### src/rtl/sto_pkg.sv
// ----------------------------------------------------------------------------
// Station table package
// Shared types and constants for the station table with oldest replacement.
// ----------------------------------------------------------------------------
package sto_pkg;

    localparam int          TABLE_ENTRIES_DEF = 16;
    localparam logic [31:0] WINDOW_RESET      = 32'd60000;

    localparam logic FUNC_NOTE  = 1'b0;
    localparam logic FUNC_COUNT = 1'b1;

    typedef enum logic [1:0] {
        OUTCOME_UPDATED  = 2'd0,
        OUTCOME_CLAIMED  = 2'd1,
        OUTCOME_REPLACED = 2'd2
    } t_outcome;

    typedef struct packed {
        logic        func;
        logic [23:0] station_id;
        logic [7:0]  radio_channel;
        logic [31:0] relayed_count;
        logic [15:0] uptime_seconds;
        logic [31:0] time_now_ms;
    } t_in_item;

    typedef struct packed {
        logic        result_kind;
        logic [7:0]  slot_used;
        logic [1:0]  note_outcome;
        logic [8:0]  online_total;
    } t_out_item;

    typedef struct packed {
        logic [23:0] station;
        logic [7:0]  channel;
        logic [31:0] relayed;
        logic [15:0] uptime;
        logic [31:0] last_heard;
    } t_entry;

    typedef struct packed {
        logic        match_hit;
        logic [7:0]  match_idx;
        logic        free_hit;
        logic [7:0]  free_idx;
        logic [7:0]  victim_idx;
        logic [8:0]  count;
    } t_scan_res;

endpackage

### src/rtl/sto_ram.sv
// ----------------------------------------------------------------------------
// Generic single-port-write RAM
// One write port and one read port with registered read data.
// ----------------------------------------------------------------------------
module sto_ram #(
    parameter int WIDTH = 8,
    parameter int DEPTH = 16,
    localparam int AW = (DEPTH > 1) ? $clog2(DEPTH) : 1
) (
    input  logic             i_clk,
    input  logic             i_we,
    input  logic [AW-1:0]    i_waddr,
    input  logic [WIDTH-1:0] i_wdata,
    input  logic [AW-1:0]    i_raddr,
    output logic [WIDTH-1:0] o_rdata
);

    logic [WIDTH-1:0] r_mem [DEPTH];
    logic [WIDTH-1:0] r_rdata;

    always_ff @(posedge i_clk) begin
        if (i_we) begin
            r_mem[i_waddr] <= i_wdata;
        end
        r_rdata <= r_mem[i_raddr];
    end

    assign o_rdata = r_rdata;

endmodule

### src/rtl/sto_scan.sv
// ----------------------------------------------------------------------------
// Station table scan unit
// Evaluates one table entry per cycle: identifier match, first free slot,
// oldest entry and online count.
// ----------------------------------------------------------------------------
module sto_scan #(
    parameter int TABLE_ENTRIES = sto_pkg::TABLE_ENTRIES_DEF,
    localparam int IW = (TABLE_ENTRIES > 1) ? $clog2(TABLE_ENTRIES) : 1
) (
    input  logic               i_clk,
    input  logic               i_start,
    input  logic               i_ev_valid,
    input  logic [IW-1:0]      i_ev_idx,
    input  logic               i_ev_live,
    input  sto_pkg::t_entry    i_entry,
    input  logic [23:0]        i_station_id,
    input  logic [31:0]        i_time_now_ms,
    input  logic [31:0]        i_window,
    output sto_pkg::t_scan_res o_res
);

    logic [31:0]        age;
    logic [31:0]        r_oldest;
    sto_pkg::t_scan_res r_res;

    assign age = i_time_now_ms - i_entry.last_heard;

    always_ff @(posedge i_clk) begin
        if (i_start) begin
            r_res.match_hit <= 1'b0;
            r_res.free_hit  <= 1'b0;
            r_res.count     <= '0;
            r_oldest        <= '0;
        end else if (i_ev_valid) begin
            if (i_ev_live && (i_entry.station == i_station_id) && !r_res.match_hit) begin
                r_res.match_hit <= 1'b1;
                r_res.match_idx <= 8'(i_ev_idx);
            end
            if (!i_ev_live && !r_res.free_hit) begin
                r_res.free_hit <= 1'b1;
                r_res.free_idx <= 8'(i_ev_idx);
            end
            if (i_ev_live && (age >= r_oldest)) begin
                r_oldest         <= age;
                r_res.victim_idx <= 8'(i_ev_idx);
            end
            if (i_ev_live && (age <= i_window)) begin
                r_res.count <= r_res.count + 9'd1;
            end
        end
    end

    assign o_res = r_res;

endmodule

### src/rtl/station_table_oldest_replace_top.sv
// ----------------------------------------------------------------------------
// Station table with oldest replacement, top level
// An input item is taken only in the idle state; the scan reads the table memory
// one entry per cycle, and the finish step waits until the output register is free
// before it registers the result and returns to idle.
// Reset clears all valid marks and loads the online window with 60000;
// record fields stay undefined until written, and no clearing pass runs.
// ----------------------------------------------------------------------------
module station_table_oldest_replace_top #(
    parameter int TABLE_ENTRIES = sto_pkg::TABLE_ENTRIES_DEF
) (
    input  logic               i_clk,
    input  logic               i_rst_n,
    input  logic               i_cfg_wr_en,
    input  logic [31:0]        i_cfg_wr_data,
    input  logic               i_in_valid,
    output logic               o_in_ready,
    input  sto_pkg::t_in_item  i_in_data,
    output logic               o_out_valid,
    input  logic               i_out_ready,
    output sto_pkg::t_out_item o_out_data
);

    localparam int IW = (TABLE_ENTRIES > 1) ? $clog2(TABLE_ENTRIES) : 1;
    localparam int CW = $clog2(TABLE_ENTRIES + 1);
    localparam int EW = $bits(sto_pkg::t_entry);

    typedef enum logic [1:0] {
        S_IDLE,
        S_SCAN,
        S_FINISH
    } t_state;

    t_state                 r_state;
    logic [31:0]            r_window;
    logic [TABLE_ENTRIES-1:0] r_slot_valid;
    sto_pkg::t_in_item      r_item;
    logic [CW-1:0]          r_rd_cnt;
    logic                   r_ev_valid;
    logic [IW-1:0]          r_ev_idx;
    logic                   r_out_valid;
    sto_pkg::t_out_item     r_out;

    logic                   in_take;
    logic                   finish_go;
    logic                   ram_we;
    logic [IW-1:0]          ram_raddr;
    sto_pkg::t_entry        wr_entry;
    sto_pkg::t_entry        rd_entry;
    logic [EW-1:0]          rd_bits;
    sto_pkg::t_scan_res     scan_res;
    logic [7:0]             pick_slot;
    sto_pkg::t_outcome      pick_outcome;

    assign o_in_ready = (r_state == S_IDLE);
    assign in_take    = i_in_valid && o_in_ready;
    assign finish_go  = (r_state == S_FINISH) && (!r_out_valid || i_out_ready);
    assign ram_we     = finish_go && (r_item.func == sto_pkg::FUNC_NOTE);
    assign ram_raddr  = r_rd_cnt[IW-1:0];

    always_comb begin
        priority if (scan_res.match_hit) begin
            pick_slot    = scan_res.match_idx;
            pick_outcome = sto_pkg::OUTCOME_UPDATED;
        end else if (scan_res.free_hit) begin
            pick_slot    = scan_res.free_idx;
            pick_outcome = sto_pkg::OUTCOME_CLAIMED;
        end else begin
            pick_slot    = scan_res.victim_idx;
            pick_outcome = sto_pkg::OUTCOME_REPLACED;
        end
    end

    always_comb begin
        wr_entry.station    = r_item.station_id;
        wr_entry.channel    = r_item.radio_channel;
        wr_entry.relayed    = r_item.relayed_count;
        wr_entry.uptime     = r_item.uptime_seconds;
        wr_entry.last_heard = r_item.time_now_ms;
    end

    assign rd_entry = sto_pkg::t_entry'(rd_bits);

    sto_ram #(
        .WIDTH (EW),
        .DEPTH (TABLE_ENTRIES)
    ) u_ram (
        .i_clk   (i_clk),
        .i_we    (ram_we),
        .i_waddr (pick_slot[IW-1:0]),
        .i_wdata (wr_entry),
        .i_raddr (ram_raddr),
        .o_rdata (rd_bits)
    );

    sto_scan #(
        .TABLE_ENTRIES (TABLE_ENTRIES)
    ) u_scan (
        .i_clk         (i_clk),
        .i_start       (in_take),
        .i_ev_valid    (r_ev_valid),
        .i_ev_idx      (r_ev_idx),
        .i_ev_live     (r_slot_valid[r_ev_idx]),
        .i_entry       (rd_entry),
        .i_station_id  (r_item.station_id),
        .i_time_now_ms (r_item.time_now_ms),
        .i_window      (r_window),
        .o_res         (scan_res)
    );

    always_ff @(posedge i_clk) begin
        if (!i_rst_n) begin
            r_window <= sto_pkg::WINDOW_RESET;
        end else if (i_cfg_wr_en) begin
            r_window <= i_cfg_wr_data;
        end
    end

    always_ff @(posedge i_clk) begin
        if (!i_rst_n) begin
            r_state      <= S_IDLE;
            r_slot_valid <= '0;
            r_rd_cnt     <= '0;
            r_ev_valid   <= 1'b0;
            r_out_valid  <= 1'b0;
        end else begin
            if (r_out_valid && i_out_ready && !finish_go) begin
                r_out_valid <= 1'b0;
            end
            unique case (r_state)
                S_IDLE: begin
                    if (in_take) begin
                        r_item   <= i_in_data;
                        r_rd_cnt <= '0;
                        r_state  <= S_SCAN;
                    end
                end
                S_SCAN: begin
                    if (r_rd_cnt == CW'(TABLE_ENTRIES)) begin
                        r_ev_valid <= 1'b0;
                        r_state    <= S_FINISH;
                    end else begin
                        r_ev_valid <= 1'b1;
                        r_ev_idx   <= r_rd_cnt[IW-1:0];
                        r_rd_cnt   <= r_rd_cnt + CW'(1);
                    end
                end
                S_FINISH: begin
                    if (finish_go) begin
                        r_out_valid        <= 1'b1;
                        r_out.result_kind  <= r_item.func;
                        if (r_item.func == sto_pkg::FUNC_NOTE) begin
                            r_slot_valid[pick_slot[IW-1:0]] <= 1'b1;
                            r_out.slot_used    <= pick_slot;
                            r_out.note_outcome <= pick_outcome;
                            r_out.online_total <= '0;
                        end else begin
                            r_out.slot_used    <= '0;
                            r_out.note_outcome <= sto_pkg::OUTCOME_UPDATED;
                            r_out.online_total <= scan_res.count;
                        end
                        r_state <= S_IDLE;
                    end
                end
                default: begin
                    r_state <= S_IDLE;
                end
            endcase
        end
    end

    assign o_out_valid = r_out_valid;
    assign o_out_data  = r_out;

    a_result_after_finish: assert property (@(posedge i_clk) disable iff (!i_rst_n)
        $rose(o_out_valid) |-> $past(r_state) == S_FINISH)
        else $error("Result raised outside the finish step.");

    a_scan_bound: assert property (@(posedge i_clk) disable iff (!i_rst_n)
        r_state == S_SCAN |-> r_rd_cnt <= CW'(TABLE_ENTRIES))
        else $error("Scan counter ran past the table.");

    a_slot_in_table: assert property (@(posedge i_clk) disable iff (!i_rst_n)
        (o_out_valid && o_out_data.result_kind == sto_pkg::FUNC_NOTE)
            |-> 9'(o_out_data.slot_used) < 9'(TABLE_ENTRIES))
        else $error("Note transaction reported a slot outside the table.");

    a_count_bound: assert property (@(posedge i_clk) disable iff (!i_rst_n)
        (o_out_valid && o_out_data.result_kind == sto_pkg::FUNC_COUNT)
            |-> o_out_data.online_total <= 9'(TABLE_ENTRIES))
        else $error("Online count exceeds the table size.");

endmodule
### config.mk
export PLATFORM = sky130hd
export DESIGN_NAME = station_table_oldest_replace_top
export DESIGN_NICKNAME = d
export VERILOG_FILES = /design/src/rtl/sto_pkg.sv /design/src/rtl/sto_ram.sv /design/src/rtl/sto_scan.sv /design/src/rtl/station_table_oldest_replace_top.sv
export SDC_FILE = /design/constraint.sdc
export NUM_CORES = 1
export LEC_CHECK = 0
export ABC_AREA = 1
export BUFFER_PORTS_ARGS = -buffer_cell sky130_fd_sc_hd__buf_2
export CAP_MARGIN = 25
export CORE_MARGIN = 4
export CORE_UTILIZATION = 45
export DETAILED_ROUTE_END_ITERATION = 12
export PLACE_DENSITY = 0.68
export SYNTH_ARGS = -nofsm -noshare
export SYNTH_HDL_FRONTEND = slang
export SYNTH_SLANG_ARGS = --single-unit
### constraint.sdc
create_clock -name i_clk -period 4.3 [get_ports i_clk]
set_clock_uncertainty 0.05 [all_clocks]
set_input_delay 0.645 -clock i_clk [delete_from_list [all_inputs] [get_ports i_clk]]
set_output_delay 0.645 -clock i_clk [all_outputs]
set_load 0.02 [all_outputs]
==> flow_summary.ini <==
[setup_path]
path_class = reg2reg
timing.critical_path.mode_cell = nand2_1
cp_data_arrival_time_ps = 4510
required_ps = 4850
worstSetupEndpointType = flop
max_stage_delay_ps = 580
crit_fanout = 31
crit_family = simple AND/OR/NAND/NOR gates
crit_chain = ha_1 -> nand2_1 -> inv_1 -> nand3_1 -> nand2_1 -> nand2_1 -> nand2_1 -> xor2_1 -> inv_1 -> ha_1 -> nand2_1 -> nor2_1 -> nand2_1 -> or2_1 -> nor2_1 -> nor2_1 -> nand2_1 -> nand2_1 -> nand2_4 -> nand2_4 -> buf_8 -> nor2_1 -> nor2_1
slowest_stage = edfxtp_1
cp.buffers_inverters = 3
cp-start-kind = flop

[grt]
grt_use_met2 = 0.341
use_met1 = 0.286
use_met3 = 0.0399
antenna_found_initial = 5
grt_most_used_layer = met2
grt_pass1_wl_um = 173000
grt-ovfl-total = 0
grt_max_degree = 217
grt_pass1_vias = 28900
grtUsageTotal = 0.209

[pwr]
power_density_nw_per_um2 = 469
ir_worst_vdd_mv = 0.316
power_mw = 24.8
p_leak_nw = 18.8

[final_layout]
nNetsFinal = 4270
utilization = 0.518
drive_above_1_share = 0.106
n_fill_cell = 8605
area_delta_synth_final_pct = 14.2
fin_area_um2 = 52900
final_cell_mix = edfxtp_1, nor2_1, o21ai_0
diodes = 0
mostFrequentLayoutCell = edfxtp_1

[clocking]
clkLatencyLatePin_ps = 710
cts_setup_buffers = 0
cts_buffers = 114
htreeDepth = 3
cts_tree = built
clockBufferDepth = 3
ctsHoldBuffers = 0
clock-sinks = 1141
root_buffer = clkbuf_16
clkSlewWorstSetupHoldPaths_ps = 60

[timing]
max_slew_margin = 0.266
period_share = 0.921
setup-violations-final = 0
timing.fmax_ghz = 0.253
final.min_clock_period_ps = 3960
hold_violations = 0
maxSlewViolCount = 0
worst_slew_pin_slew_ps = 1100
whs_ps = 80.8

[routing]
ant_nets = 0
drc = 0
drt_first_pass_iters = 9
routed_wl_um = 116000
drtIter0Drc = 3289
vias = 30400
avgRoutedWirePerCell_um = 21.2
viasPerCell = 5.54

[die]
io_pins = 172
die_w_um = 329
initial_core_util = 0.454
rows = 117
dieArea_um2 = 108000
die_h_um = 329
core_area_um2 = 102000

[yosys]
syn_inst = 3907
synth_area_leaders = edfxtp_1, dfxtp_1, o21ai_0, nor2_1, nand2_1
yosys.area.top_type_share = 0.638
synth_edf_count = 985
netlist_area_um2 = 46300
synth-seq-cells = 1141
synth.distinct_cells = 41
yosysTopAreaCell = edfxtp_1
ys_seq_area_frac = 0.706
syn_avg_cell_area_um2 = 11.9
synthArstFlopShare = 0
yosys_warnings = 0
yosys_most_used_dff = edfxtp_1

[outcome]
status = complete, no violations

[placed_design]
io_buffers = 111
hpwlAfterDp_um = 62500
gp_routability_congestion = 0.945
placed_area_um2 = 48900

[hold_path]
hold_class = in2reg

[job]
maxCapViolations = 0
## cells in the mapped netlist, types with 3 or more instances
cell,instances
ha_1,98
a21o_1,7
clkbuf_1,162
buf_2,24
buf_1,14
xnor2_1,11
nand3b_1,3
nor3_1,17
a21oi_1,136
a211oi_1,4
inv_2,5
dfxtp_1,156
edfxtp_1,985
nand2_1,406
nor2_1,631
or2_2,5
nand4_1,11
buf_4,10
o21a_1,3
xor2_1,23
nand3_1,159
o22ai_1,138
inv_1,237
o221ai_1,89
o211ai_1,32
nor3b_1,3
o21ai_0,519
## cell type report
type / instances / area [um^2] / area share
clock inverter: 71 / 853 / 0.0161
inverter: 244 / 930 / 0.0176
multi-input combinational: 2313 / 12000 / 0.227
sequential: 1141 / 32700 / 0.618
clock buffer: 147 / 3110 / 0.0587
tap: 1368 / 1710 / 0.0324
timing repair buffer: 207 / 1570 / 0.0296
## sequential cells by signal, summed over array words and instances, names as in the netlist, 2 cells and up
register / flops
u_ram.r_mem: 896
r_item: 57
u_ram.o_rdata: 56
r_window: 32
u_scan.r_oldest: 32
u_scan.o_res: 23
o_out_data: 16
r_slot_valid: 16
r_rd_cnt: 5
r_ev_idx: 4
r_state: 2
## timing repair
| item | CTS | global route |
|---|---|---|
| setup endpoints to repair | 0 | 42 |
| endpoints found under the hold margin | 0 | 0 |
| resized for setup | 0 | 12 |
## final timing paths
kind | start | endpoint | slack [ps] | cells after the start
worst max-delay path | r_item[3] | u_scan.r_oldest[31] | 340 | 23
worst min-delay path | i_in_data[94] | r_item[94] | 80 | 1
worst max register to register | r_item[3] | u_scan.r_oldest[31] | 340 | 23
worst min register to register | r_window[31] | r_window[31] | 420 | 2
## logic make-up (layout without fill, tap and decap cells)
family                     after synthesis  after routing  share of synthesized area
xor gates and xnor gates                34             34                    0.00643
buffers and inverters                  456            669                     0.0387
and+or+nand+nor                       1243           1243                      0.108
other                                    1              4                  0.0000809
DFF                                   1141           1141                      0.706
adders and majority gates               99             99                     0.0269
AOI/OAI and AO/OA                      933            933                      0.114
## power breakdown
| part | internal [mW] | switching (mW) |
|---|---|---|
| clock network | 6.09 | 4.25 |
| registers | 12.1 | 0.123 |
| logic | 0.743 | 1.48 |
| total | 19.0 | 5.85 |
## routing by layer
layer	vias to the layer above	part of all wire
met5	-	0.00011
met1	14800	0.42
met4	2	0.026
met3	214	0.082
li1	14300	-
met2	1167	0.47
## per-stage QoR
step	setup slack [ps]	cells	setup TNS, ps
CTS	121	5491	0
detailed placement	165	5273	0
global placement	214	5272	0
global route	-7.05	5491	-7.05
finish	342	5491	0
floorplan	84.8	3910	0
(Power assumes the default switching activity.)
